`config.mk`:
```
export PLATFORM = sky130hd
export DESIGN_NAME = indexed_list_table
export DESIGN_NICKNAME = d
export VERILOG_FILES = /design/src/hdl/ilt_pkg.sv /design/src/hdl/ilt_mem.sv /design/src/hdl/indexed_list_table.sv
export SDC_FILE = /design/constraint.sdc
export NUM_CORES = 2
export LEC_CHECK = 0
export BUFFER_PORTS_ARGS = -buffer_cell sky130_fd_sc_hd__buf_2
export CELL_PAD_IN_SITES_DETAIL_PLACEMENT = 0
export CELL_PAD_IN_SITES_GLOBAL_PLACEMENT = 1
export CORE_MARGIN = 2
export CORE_UTILIZATION = 53
export CTS_CLUSTER_DIAMETER = 100
export DETAILED_ROUTE_END_ITERATION = 8
export PLACE_DENSITY = 0.89
export SYNTH_ARGS = -nofsm -noshare
export SYNTH_HDL_FRONTEND = slang
export SYNTH_SLANG_ARGS = --single-unit
```
`constraint.sdc`:
```
create_clock -name clk -period 7.2 [get_ports clk]
set_input_delay 0.36 -clock clk [delete_from_list [all_inputs] [get_ports clk]]
set_output_delay 0.36 -clock clk [all_outputs]
set_load 0.01 [all_outputs]
```
`src/hdl/ilt_pkg.sv`:
```
// ilt_pkg: operation, status and sequencer state codes for the indexed list table
// no dependencies; used by indexed_list_table
package ilt_pkg;

    typedef enum logic [2:0] {
        OP_APPEND = 3'd0,
        OP_POP    = 3'd1,
        OP_INSERT = 3'd2,
        OP_ERASE  = 3'd3,
        OP_READ   = 3'd4,
        OP_WRITE  = 3'd5,
        OP_FIND   = 3'd6,
        OP_CLEAR  = 3'd7
    } op_t;

    typedef enum logic [1:0] {
        STAT_OK    = 2'd0,
        STAT_RANGE = 2'd1,
        STAT_EMPTY = 2'd2,
        STAT_FULL  = 2'd3
    } status_t;

    typedef enum logic [2:0] {
        S_IDLE  = 3'd0,
        S_READ  = 3'd1,
        S_SHIFT = 3'd2,
        S_TAIL  = 3'd3,
        S_FIND  = 3'd4
    } state_t;

endpackage

```
`src/hdl/ilt_mem.sv`:
```
// ilt_mem: entry storage, one write port and one read port, registered read data
// no dependencies; instantiated by indexed_list_table
module ilt_mem #(
    parameter int DEPTH      = 64,
    parameter int WORD_WIDTH = 32,
    parameter int AW         = 6
) (
    input  logic                  clk,
    input  logic                  we,
    input  logic [AW-1:0]         waddr,
    input  logic [WORD_WIDTH-1:0] wdata,
    input  logic [AW-1:0]         raddr,
    output logic [WORD_WIDTH-1:0] rdata
);

    logic [WORD_WIDTH-1:0] mem [DEPTH];

    always_ff @(posedge clk)
    begin
        if (we)
        begin
            mem[waddr] <= wdata;
        end
    end

    always_ff @(posedge clk)
    begin
        rdata <= mem[raddr];
    end

endmodule

```
`src/hdl/indexed_list_table.sv`:
```
// indexed_list_table: fixed-capacity ordered word list with insert, erase and search
// depends on ilt_pkg and ilt_mem
// sequencing: append, write, clear, insert at the tail, erase of the last entry, find on
//   an empty list and refused requests strobe done straight from idle; pop and read pass
//   through S_READ; other inserts walk S_SHIFT then S_TAIL, other erases walk S_SHIFT,
//   and find walks S_FIND up to a hit or the last entry; one transaction at a time, with
//   entries moved or compared one by one through the entry memory's single read and write port
// reset: rst_n clears the count and the sequencer; stored words are not cleared
// the result is shown for one cycle on done and cannot be held off; a new start
//   may be taken in that same cycle
module indexed_list_table #(
    parameter int DEPTH      = 64,
    parameter int WORD_WIDTH = 32
) (
    input  logic        clk,
    input  logic        rst_n,
    input  logic        start,
    output logic        busy,
    input  logic [2:0]  func,
    input  logic [6:0]  position_in,
    input  logic [31:0] word_in,
    output logic        done,
    output logic [31:0] word_out,
    output logic        found,
    output logic [5:0]  found_position,
    output logic [6:0]  entry_count,
    output logic [1:0]  status
);

    // address, count and compare widths
    localparam int AW = (DEPTH > 1) ? $clog2(DEPTH) : 1;
    localparam int CW = $clog2(DEPTH + 1);
    localparam int PW = (CW > 7) ? CW : 7;

    // control state
    ilt_pkg::state_t state_reg, state_next;
    logic [CW-1:0]   count_reg, count_next;
    logic            done_reg, done_next;

    // transaction payload and walk pointers
    ilt_pkg::op_t          op_reg, op_next;
    logic [WORD_WIDTH-1:0] word_reg, word_next;
    logic [AW-1:0]         rd_ptr_reg, rd_ptr_next;
    logic [AW-1:0]         end_reg, end_next;

    // result registers
    logic [31:0]       word_out_reg, word_out_next;
    logic              found_reg, found_next;
    logic [5:0]        fpos_reg, fpos_next;
    ilt_pkg::status_t  status_reg, status_next;

    // memory port
    logic                  mem_we;
    logic [AW-1:0]         mem_waddr;
    logic [WORD_WIDTH-1:0] mem_wdata;
    logic [AW-1:0]         mem_raddr;
    logic [WORD_WIDTH-1:0] mem_rdata;

    // request decode
    logic            accept;
    ilt_pkg::op_t    op_in;
    logic [PW-1:0]   pos_ext;
    logic [PW-1:0]   cnt_ext;
    logic [CW-1:0]   cnt_dec;
    logic [AW-1:0]   pos_addr;
    logic [AW-1:0]   last_addr;
    logic            is_full;
    logic            is_empty;
    logic            pos_lt_cnt;
    logic            pos_le_cnt;
    logic            walk_last;
    logic            hit;

    assign accept     = start && (state_reg == ilt_pkg::S_IDLE);
    assign op_in      = ilt_pkg::op_t'(func);
    assign pos_ext    = PW'(position_in);
    assign cnt_ext    = PW'(count_reg);
    assign cnt_dec    = count_reg - CW'(1);
    assign pos_addr   = pos_ext[AW-1:0];
    assign last_addr  = cnt_dec[AW-1:0];
    assign is_full    = (count_reg == CW'(DEPTH));
    assign is_empty   = (count_reg == '0);
    assign pos_lt_cnt = (pos_ext < cnt_ext);
    assign pos_le_cnt = (pos_ext <= cnt_ext);
    assign walk_last  = (rd_ptr_reg == end_reg);
    assign hit        = (mem_rdata == word_reg);

    ilt_mem #(
        .DEPTH      (DEPTH),
        .WORD_WIDTH (WORD_WIDTH),
        .AW         (AW)
    ) u_mem (
        .clk   (clk),
        .we    (mem_we),
        .waddr (mem_waddr),
        .wdata (mem_wdata),
        .raddr (mem_raddr),
        .rdata (mem_rdata)
    );

    // next state
    always_comb
    begin
        state_next = state_reg;
        case (state_reg)
            ilt_pkg::S_IDLE:
            begin
                if (accept)
                begin
                    case (op_in)
                        ilt_pkg::OP_POP:
                        begin
                            if (!is_empty)
                                state_next = ilt_pkg::S_READ;
                        end
                        ilt_pkg::OP_INSERT:
                        begin
                            // insert at the tail needs no walk
                            if (pos_le_cnt && !is_full && pos_lt_cnt)
                                state_next = ilt_pkg::S_SHIFT;
                        end
                        ilt_pkg::OP_ERASE:
                        begin
                            // erase of the last entry needs no walk
                            if (pos_lt_cnt && (pos_addr != last_addr))
                                state_next = ilt_pkg::S_SHIFT;
                        end
                        ilt_pkg::OP_READ:
                        begin
                            if (pos_lt_cnt)
                                state_next = ilt_pkg::S_READ;
                        end
                        ilt_pkg::OP_FIND:
                        begin
                            if (!is_empty)
                                state_next = ilt_pkg::S_FIND;
                        end
                        default:
                        begin
                            state_next = ilt_pkg::S_IDLE;
                        end
                    endcase
                end
            end
            ilt_pkg::S_READ:
            begin
                state_next = ilt_pkg::S_IDLE;
            end
            ilt_pkg::S_SHIFT:
            begin
                if (walk_last)
                begin
                    if (op_reg == ilt_pkg::OP_INSERT)
                        state_next = ilt_pkg::S_TAIL;
                    else
                        state_next = ilt_pkg::S_IDLE;
                end
            end
            ilt_pkg::S_TAIL:
            begin
                state_next = ilt_pkg::S_IDLE;
            end
            ilt_pkg::S_FIND:
            begin
                if (hit || walk_last)
                    state_next = ilt_pkg::S_IDLE;
            end
            default:
            begin
                state_next = ilt_pkg::S_IDLE;
            end
        endcase
    end

    // datapath, memory port and results
    always_comb
    begin
        count_next    = count_reg;
        done_next     = 1'b0;
        op_next       = op_reg;
        word_next     = word_reg;
        rd_ptr_next   = rd_ptr_reg;
        end_next      = end_reg;
        word_out_next = word_out_reg;
        found_next    = found_reg;
        fpos_next     = fpos_reg;
        status_next   = status_reg;
        mem_we        = 1'b0;
        mem_waddr     = rd_ptr_reg;
        mem_wdata     = word_reg;
        mem_raddr     = rd_ptr_reg;
        case (state_reg)
            ilt_pkg::S_IDLE:
            begin
                if (accept)
                begin
                    op_next       = op_in;
                    word_next     = WORD_WIDTH'(word_in);
                    word_out_next = '0;
                    found_next    = 1'b0;
                    fpos_next     = '0;
                    status_next   = ilt_pkg::STAT_OK;
                    case (op_in)
                        ilt_pkg::OP_APPEND:
                        begin
                            done_next = 1'b1;
                            if (is_full)
                            begin
                                status_next = ilt_pkg::STAT_FULL;
                            end
                            else
                            begin
                                mem_we     = 1'b1;
                                mem_waddr  = count_reg[AW-1:0];
                                mem_wdata  = WORD_WIDTH'(word_in);
                                count_next = count_reg + CW'(1);
                            end
                        end
                        ilt_pkg::OP_POP:
                        begin
                            if (is_empty)
                            begin
                                status_next = ilt_pkg::STAT_EMPTY;
                                done_next   = 1'b1;
                            end
                            else
                            begin
                                count_next = cnt_dec;
                                mem_raddr  = last_addr;
                            end
                        end
                        ilt_pkg::OP_INSERT:
                        begin
                            if (!pos_le_cnt)
                            begin
                                status_next = ilt_pkg::STAT_RANGE;
                                done_next   = 1'b1;
                            end
                            else if (is_full)
                            begin
                                status_next = ilt_pkg::STAT_FULL;
                                done_next   = 1'b1;
                            end
                            else
                            begin
                                count_next = count_reg + CW'(1);
                                if (!pos_lt_cnt)
                                begin
                                    mem_we    = 1'b1;
                                    mem_waddr = pos_addr;
                                    mem_wdata = WORD_WIDTH'(word_in);
                                    done_next = 1'b1;
                                end
                                else
                                begin
                                    // walk down from the last entry
                                    mem_raddr   = last_addr;
                                    rd_ptr_next = last_addr;
                                    end_next    = pos_addr;
                                end
                            end
                        end
                        ilt_pkg::OP_ERASE:
                        begin
                            if (!pos_lt_cnt)
                            begin
                                status_next = ilt_pkg::STAT_RANGE;
                                done_next   = 1'b1;
                            end
                            else
                            begin
                                count_next = cnt_dec;
                                if (pos_addr == last_addr)
                                begin
                                    done_next = 1'b1;
                                end
                                else
                                begin
                                    // walk up from the entry after the hole
                                    mem_raddr   = pos_addr + AW'(1);
                                    rd_ptr_next = pos_addr + AW'(1);
                                    end_next    = last_addr;
                                end
                            end
                        end
                        ilt_pkg::OP_READ:
                        begin
                            if (!pos_lt_cnt)
                            begin
                                status_next = ilt_pkg::STAT_RANGE;
                                done_next   = 1'b1;
                            end
                            else
                            begin
                                mem_raddr = pos_addr;
                            end
                        end
                        ilt_pkg::OP_WRITE:
                        begin
                            done_next = 1'b1;
                            if (!pos_lt_cnt)
                            begin
                                status_next = ilt_pkg::STAT_RANGE;
                            end
                            else
                            begin
                                mem_we    = 1'b1;
                                mem_waddr = pos_addr;
                                mem_wdata = WORD_WIDTH'(word_in);
                            end
                        end
                        ilt_pkg::OP_FIND:
                        begin
                            if (is_empty)
                            begin
                                done_next = 1'b1;
                            end
                            else
                            begin
                                mem_raddr   = '0;
                                rd_ptr_next = '0;
                                end_next    = last_addr;
                            end
                        end
                        ilt_pkg::OP_CLEAR:
                        begin
                            count_next = '0;
                            done_next  = 1'b1;
                        end
                        default:
                        begin
                            done_next = 1'b1;
                        end
                    endcase
                end
            end
            ilt_pkg::S_READ:
            begin
                word_out_next = 32'(mem_rdata);
                done_next     = 1'b1;
            end
            ilt_pkg::S_SHIFT:
            begin
                // move the word read last cycle one place; read and write addresses differ
                mem_we    = 1'b1;
                mem_wdata = mem_rdata;
                if (op_reg == ilt_pkg::OP_INSERT)
                    mem_waddr = rd_ptr_reg + AW'(1);
                else
                    mem_waddr = rd_ptr_reg - AW'(1);
                if (!walk_last)
                begin
                    if (op_reg == ilt_pkg::OP_INSERT)
                    begin
                        mem_raddr   = rd_ptr_reg - AW'(1);
                        rd_ptr_next = rd_ptr_reg - AW'(1);
                    end
                    else
                    begin
                        mem_raddr   = rd_ptr_reg + AW'(1);
                        rd_ptr_next = rd_ptr_reg + AW'(1);
                    end
                end
                else if (op_reg != ilt_pkg::OP_INSERT)
                begin
                    done_next = 1'b1;
                end
            end
            ilt_pkg::S_TAIL:
            begin
                // drop the new word into the opened slot
                mem_we    = 1'b1;
                mem_waddr = end_reg;
                mem_wdata = word_reg;
                done_next = 1'b1;
            end
            ilt_pkg::S_FIND:
            begin
                if (hit)
                begin
                    found_next = 1'b1;
                    fpos_next  = 6'(rd_ptr_reg);
                    done_next  = 1'b1;
                end
                else if (walk_last)
                begin
                    done_next = 1'b1;
                end
                else
                begin
                    mem_raddr   = rd_ptr_reg + AW'(1);
                    rd_ptr_next = rd_ptr_reg + AW'(1);
                end
            end
            default:
            begin
                done_next = 1'b0;
            end
        endcase
    end

    // control registers
    always_ff @(posedge clk or negedge rst_n)
    begin
        if (!rst_n)
        begin
            state_reg <= ilt_pkg::S_IDLE;
            count_reg <= '0;
            done_reg  <= 1'b0;
        end
        else
        begin
            state_reg <= state_next;
            count_reg <= count_next;
            done_reg  <= done_next;
        end
    end

    // payload registers
    always_ff @(posedge clk)
    begin
        op_reg       <= op_next;
        word_reg     <= word_next;
        rd_ptr_reg   <= rd_ptr_next;
        end_reg      <= end_next;
        word_out_reg <= word_out_next;
        found_reg    <= found_next;
        fpos_reg     <= fpos_next;
        status_reg   <= status_next;
    end

    assign busy           = (state_reg != ilt_pkg::S_IDLE);
    assign done           = done_reg;
    assign word_out       = word_out_reg;
    assign found          = found_reg;
    assign found_position = fpos_reg;
    assign entry_count    = 7'(count_reg);
    assign status         = status_reg;

    // the count never passes capacity
    assert property (@(posedge clk) disable iff (!rst_n)
        count_reg <= CW'(DEPTH))
        else $error("entry count beyond capacity");

    // an accepted transaction either finishes at once or keeps the block busy
    assert property (@(posedge clk) disable iff (!rst_n)
        accept |=> (busy || done_reg))
        else $error("accepted transaction vanished");

    // the memory is only written by a transaction in flight
    assert property (@(posedge clk) disable iff (!rst_n)
        mem_we |-> (busy || accept))
        else $error("memory write while idle");

    // a search never modifies the list
    assert property (@(posedge clk) disable iff (!rst_n)
        (state_reg == ilt_pkg::S_FIND) |-> !mem_we)
        else $error("memory write during find");

    // a full refusal only reports on a full list
    assert property (@(posedge clk) disable iff (!rst_n)
        (done_reg && (status_reg == ilt_pkg::STAT_FULL)) |-> is_full)
        else $error("full status on a list with room");

endmodule

```
# --- Word level (Yosys, flattened, before mapping) ---
# Memories as Yosys holds them, arrays and structs flattened. A register that Yosys moved wholly into a read port is not among the register bits.
# Cells that the tools add are included.
word_totals:
  reg_bits: 99
  in_bits: 45
  output_inout_bits: 50
  ram_bits: 2048
  n_memories: 1
classes:
  n_reduce_logical: 27
  order_cmp: 2
  addsub: 5
  mux: 92
  n_eq_ne: 35
mem_list:
  columns: ["name", "words", "width", "read_ports", "rd_clocked_by_memory_dff", "write_ports", "line_no", "rtl"]
  rows:
  - ["u_mem.mem", 64, 32, 1, 1, 1, "ilt_mem.sv:16", "logic [WORD_WIDTH-1:0] mem [DEPTH];"]
ops:
  columns: ["operator", "count"]
  rows:
  - ["2-to-1 mux 32 bit", 7]
  - ["2-to-1 mux 6 bit", 28]
  - ["case mux 32 bit (2 select lines)", 2]
  - ["case mux 6 bit (3 select lines)", 6]
  - ["case mux 32 bit (3 select lines)", 1]
  - ["case mux 7 bit (5 select lines)", 1]
  - ["equality test 32 bit", 1]
  - ["case mux 6 bit (5 select lines)", 1]
  - ["2-to-1 mux 7 bit", 4]
  - ["2-to-1 mux 3 bit", 8]
  - ["!= test 2 bit, second input constant", 11]
  - ["2-to-1 mux 1 bit", 21]
  - ["equality test 3 x 2 -> 1 bit, second input constant", 5]
  - ["equality test 3 bit, second input constant", 5]
  - ["!= test 3 bit, second input constant", 5]
  - ["case mux 3 bit (5 select lines)", 1]
  - ["adder 6 x 1 -> 6 bit, second input constant", 2]
  - ["equality test 6 bit", 2]
  - ["case mux 6 bit (2 select lines)", 1]
  - ["case mux 3 bit (3 select lines)", 1]
  - ["AND reduction 9 bit", 1]
  - ["nonzero test 3 bit", 3]
  - ["2-to-1 mux 2 bit", 4]
  - ["case mux 2 bit (4 select lines)", 1]
  - ["27 further kinds", 39]

# --- Logic depth before layout (Yosys ltp) ---
depth:
  depth_word: 9
  ltp_mapped: 19

# --- Hierarchy ---
# A second synthesis with hierarchy kept.
hier_totals:
  cells_unflattened: 4273
  hier_area_um2: 86211.4
by_module_without_submodules:
  columns: ["module", "instances", "cells_each", "seq_area_each_um2", "area_per_inst_um2"]
  rows:
  - ["ilt_mem", 1, 3511, 62139.6, 79039.6]
  - ["indexed_list_table", 1, 762, 2917.8, 7171.9]

# --- Worst setup path after synthesis ---
# OpenSTA, ideal clock, no wires.
synth_path:
  kind: "reg2reg"
  start: "reg state_reg[1]"
  end: "mem u_mem.mem[0][21], data pin"
  t_required_ns: 6.498
  stages_incl_launch_ff: 11
  setup_slack_ns: 0.924
  t_arrival_ns: 5.575
  period_less_slack_ns: 6.276
  path_cell_list: "dfrtp_1 > buf_2 > or4b_1 > buf_2 > inv_1 > o21ai_0 > a221o_1 > clkbuf_1 > nor3_1 > a21oi_1 > o21ai_0"
synth_between:
  elab_chain_len: 4
  word_cells_on_any_way: 5
  cone_classes: "1 x eq/ne; 2 x mux; 2 x reduce/logical"
synth_lines:
  columns: ["element", "line_no", "rtl"]
  rows:
  - ["from (decl)", "indexed_list_table.sv:36", "ilt_pkg::state_t state_reg, state_next;"]
  - ["from (signal assigned)", "indexed_list_table.sv:407", "state_reg <= ilt_pkg::S_IDLE;"]
  - ["from (signal assigned)", "indexed_list_table.sv:413", "state_reg <= state_next;"]
  - ["logical NOT 3 bit", "indexed_list_table.sv:74, indexed_list_table.sv:192", null]
  - ["logical AND 1 bit", "indexed_list_table.sv:74", "assign accept = start && (state_reg == ilt_pkg::S_IDLE);"]
  - ["2-to-1 mux 32 bit", "indexed_list_table.sv:195", "if (accept)"]
  - ["case mux 32 bit (2 select lines) (*)", "indexed_list_table.sv:192", "case (state_reg)"]
  - ["net mem_wdata[21]", "indexed_list_table.sv:55", "logic [WORD_WIDTH-1:0] mem_wdata;"]
  - ["to (decl)", "ilt_mem.sv:16", null]
# The timed path passes the listed nets; every way through them passes the cells marked *.

# --- Final worst setup path ---
layout_path:
  start: "reg count_reg[0], in the netlist entry_count[0]"
  end: "reg u_mem.rdata[17] (read register of u_mem.mem)"
layout_between:
  elab_chain_len: 7
  word_cells_on_any_way: 17
  cone_classes: "1 x add/sub; 2 x order compare; 2 x eq/ne; 11 x mux; 1 x reduce/logical"
layout_lines:
  columns: ["element", "line_no", "rtl"]
  rows:
  - ["from (decl)", "indexed_list_table.sv:37", "logic [CW-1:0] count_reg, count_next;"]
  - ["from (signal assigned)", "indexed_list_table.sv:414", "count_reg <= count_next;"]
  - ["subtractor 7 x 1 -> 7 bit / < comparator 7 bit (equally long branches)", "indexed_list_table.sv:78, indexed_list_table.sv:83", null]
  - ["equality test 6 bit / 2-to-1 mux 6 bit (equally long branches)", "indexed_list_table.sv:273, indexed_list_table.sv:247", null]
  - ["2-to-1 mux 6 bit (on tied branches) (2 in series)", null, null]
  - ["case mux 6 bit (5 select lines) (*)", "indexed_list_table.sv:203", "case (op_in)"]
  - ["2-to-1 mux 6 bit (*)", "indexed_list_table.sv:195", null]
  - ["case mux 6 bit (3 select lines) (*)", "indexed_list_table.sv:192", null]
  - ["to (decl)", "ilt_mem.sv:13", "output logic [WORD_WIDTH-1:0] rdata"]
# Mark *: on every way between the ends. The rest lies on a longest branch, timed or not.
# A chain may end at the register's enable or synchronous reset.

==> impl_metrics.json <==
{
  "required_ns": 7.91,
  "path_common_cell": "nor3_2",
  "hold_viol": 0,
  "die_h_um": 414,
  "detail-route-antenna-nets": 0,
  "syn2layout_area_growth_pct": 13.5,
  "wl_per_cell_um": 30.2,
  "grt_pass1_vias": 53326,
  "worstSetupStartpoint": "entry_count[0]",
  "drive_gt1_share_pct": 11.4,
  "port_buffers": 94,
  "drt_iter0_drc": 8772,
  "clock_latency_ns": 0.88,
  "slowest_stage": "o41ai_1",
  "cts_buffers": 208,
  "grt_util_all_layers_pct": 30.3,
  "hold_path.class": "in2reg",
  "ff_latch_area_sq_um": 65100,
  "status": "finished, final reports clean",
  "ios": 95,
  "dpl.hpwl_um": 161000,
  "routed_via_density": 6.43,
  "antenna_found_initial": 14,
  "hp-start": "position_in[3]",
  "wl_um": 265000,
  "overflow": 0,
  "clock-sinks": 2179,
  "yosysSeqAreaShare_pct": 73.0,
  "synth_edf_count": 2136,
  "die_w_um": 414,
  "clkTransAtPathRegs_ns": 0.06,
  "ff2ff_setup_slack_ns": 0.67,
  "ys.flop_type": "edfxtp_1",
  "cp_num_buf_inv": 2,
  "drc_errors": 0,
  "start_util_pct": 53.4,
  "nFillCells": 12022,
  "setup.worst_path.start_class": "flop",
  "cts_max_level": 4,
  "rows": 150,
  "synth.ff_latch_count": 2179,
  "grt_max_degree": 136,
  "vias": 56464,
  "slew_headroom_pct": 17.6,
  "gp_congestion": 0.952,
  "core_sq_um": 167000,
  "netlist_instances": 6223,
  "worstPathArrival_ns": 7.24,
  "syn-cell-area_sq_um": 89100,
  "crit_type": "reg2reg",
  "top_register": "u_mem.mem",
  "critPathMaxFanout": 49,
  "max_stage_delay_ns": 1.10,
  "setup_tns_ns": 0,
  "tightestPinTransition_ns": 1.23,
  "die_area_sq_um": 171000,
  "cts_tree": "done",
  "maxCapViolCount": 0,
  "multi_input_comb_area_sq_um": 23300,
  "fin_crit_ns": 6.53,
  "cp_cell_sequence": "inv_1 > ha_1 > or4b_2 > nor3_2 > nor3_2 > mux2i_1 > o41ai_1 > nand4_1 > buf_4 > nand3_1 > a21boi_0 > or4_1 > nor4_1",
  "max_freq_mhz": 153,
  "dr.pass1.iters": 6,
  "yosysUniqueCellTypes": 78,
  "finalCritPeriodShare_pct": 90.7,
  "rsz0062_at_grt": "false",
  "synth_area_per_cell_sq_um": 14.3,
  "ys_warn_count": 0,
  "root_buffer": "clkbuf_16",
  "synthArstFlopShare_pct": 0.505,
  "grt_pass1_wl_um": 378000,
  "finalSetupViolations": 0,
  "cts_setup_buffers": 0,
  "r2r_start": "entry_count[0]",
  "cts.path.max_buffers": 3,
  "fin_nets": 6461,
  "largest_reg_flops": 2048,
  "finalClockSkew_ns": 0.0458,
  "critical-path-top-delay-family": "simple AND/OR/NAND/NOR gates",
  "synth_nets": 6280,
  "cp-end-kind": "flop",
  "slew_violations": 0
}
worst paths after layout:
kind	cells past startpoint	endpoint
setup reg to reg	13	u_mem.rdata[17]
hold / removal	3	end_reg[3]
min in group asynchronous	3	entry_count[6]
setup / recovery	13	u_mem.rdata[17]
hold reg to reg	1	word_out[10]
max in group asynchronous	3	state_reg[2]
per-stage QoR:
stage,setup slack [ns],hold slack (ns),util (%),cells,area [sq um]
6_report,0.667,0.0515,60.5,8780,101000
5_1_grt,0.493,0.0565,60.5,8777,101000
4_1_cts,0.878,0.000809,60.5,8775,101000
3_5_place_dp,0.879,0.289,56.3,8355,94000
3_3_place_gp,0.908,0.295,56.3,8355,94000
2_1_floorplan,0.924,0.0644,-,6223,89100
logic make-up (layout without fill, tap and decap cells):
kind of cell / after synthesis / count (layout) / share of synthesized area (%)
AO/OA/AOI/OAI: 648 / 648 / 4.85
XOR/XNOR: 58 / 58 / 0.570
adder cells (fa/ha/maj): 12 / 12 / 0.168
buffers and inverters: 419 / 768 / 1.99
flip-flops: 2179 / 2179 / 73.0
multiplexers: 795 / 795 / 8.97
other: 0 / 4 / 0
AND/OR/NAND/NOR: 2112 / 2112 / 10.5
cell usage in the layout, fill, tap and decap left out, drive strengths merged, types with 7 or more instances in the layout:
master       count
edfxtp        2136
nand2         1183
mux2i          763
nand3          572
buf            316
clkbuf         278
a21oi          166
nor2           122
o22ai          106
clkinv          75
a31oi           69
a22o            65
o21ai           53
xor2            44
nor4            44
dlygate4sd3     42
and2            39
inv             37
or3             34
a21boi          33
or4             33
o2bb2ai         32
mux2            32
dfxtp           32
nor3            24
nand4           21
a211oi          21
o211ai          18
bufinv          17
xnor2           14
ha              12
a2111oi         11
dfrtp           11
and3            10
a22oi            7
a41oi            7
synth_stat cells (5+ instances only):
library cell	number	area, sq um
clkbuf_1	220	826
nor2b_1	5	31.3
a2111oi_0	11	96.3
nand3_1	572	2860
and3_1	10	62.6
inv_1	30	113
buf_2	113	566
a311oi_1	6	52.6
buf_1	41	154
a22oi_1	7	52.6
mux2i_1	763	7640
nor2_1	122	458
a41oi_1	7	61.3
o22ai_1	106	663
o2bb2ai_1	32	280
a211oi_1	20	150
a21oi_1	166	831
o31ai_1	6	45.0
a21boi_0	33	248
o211ai_1	18	135
mux2_2	32	360
or3_1	34	213
nand4_1	21	131
buf_4	10	75.1
xor2_1	44	385
a21o_1	5	37.5
dfxtp_1	32	641
nor4_1	44	275
o21ai_0	51	255
and2_1	39	244
or4_1	32	240
ha_1	12	150
xnor2_1	14	123
dfrtp_1	11	275
a22o_1	65	569
nand2_1	1183	4440
a31oi_1	69	432
edfxtp_1	2136	64100
nor3_1	21	105
repair_timing:
| item | 4_1_cts | 5_1_grt |
|---|---|---|
| resized for setup | 0 | 0 |
| hold buffers | 42 | 0 |
| endpoints found under the hold margin | 52 | 0 |
worst register-to-register path, cell delays in order (launching register included):
cell	delay, ns
dfrtp_1	0.53
inv_1	0.20
ha_1	0.32
or4b_2	0.71
nor3_2	0.32
nor3_2	0.20
mux2i_1	0.22
o41ai_1	1.10
nand4_1	0.66
buf_4	0.54
nand3_1	0.22
a21boi_0	0.14
or4_1	0.63
nor4_1	0.59
cell type report:
class | instances | area share, %
multi-input cells | 3625 | 23.1
well taps | 2204 | 2.73
inverters | 32 | 0.120
flip-flops and latches | 2179 | 64.3
clock inverters | 100 | 1.14
clock buffers | 278 | 5.48
diodes | 4 | 0.00990
repair buffers | 358 | 3.11
routing by layer:
layer	up-vias	share of wire (%)	track usage, %
li1	23845	-	-
met1	28014	37	41.0
met2	3919	44	45.1
met3	674	12	6.84
met4	12	7.0	18.5
met5	-	0.031	0
Power is not shown: default switching activity piles up to over one toggle a cycle in this logic, so the estimate is an artifact.
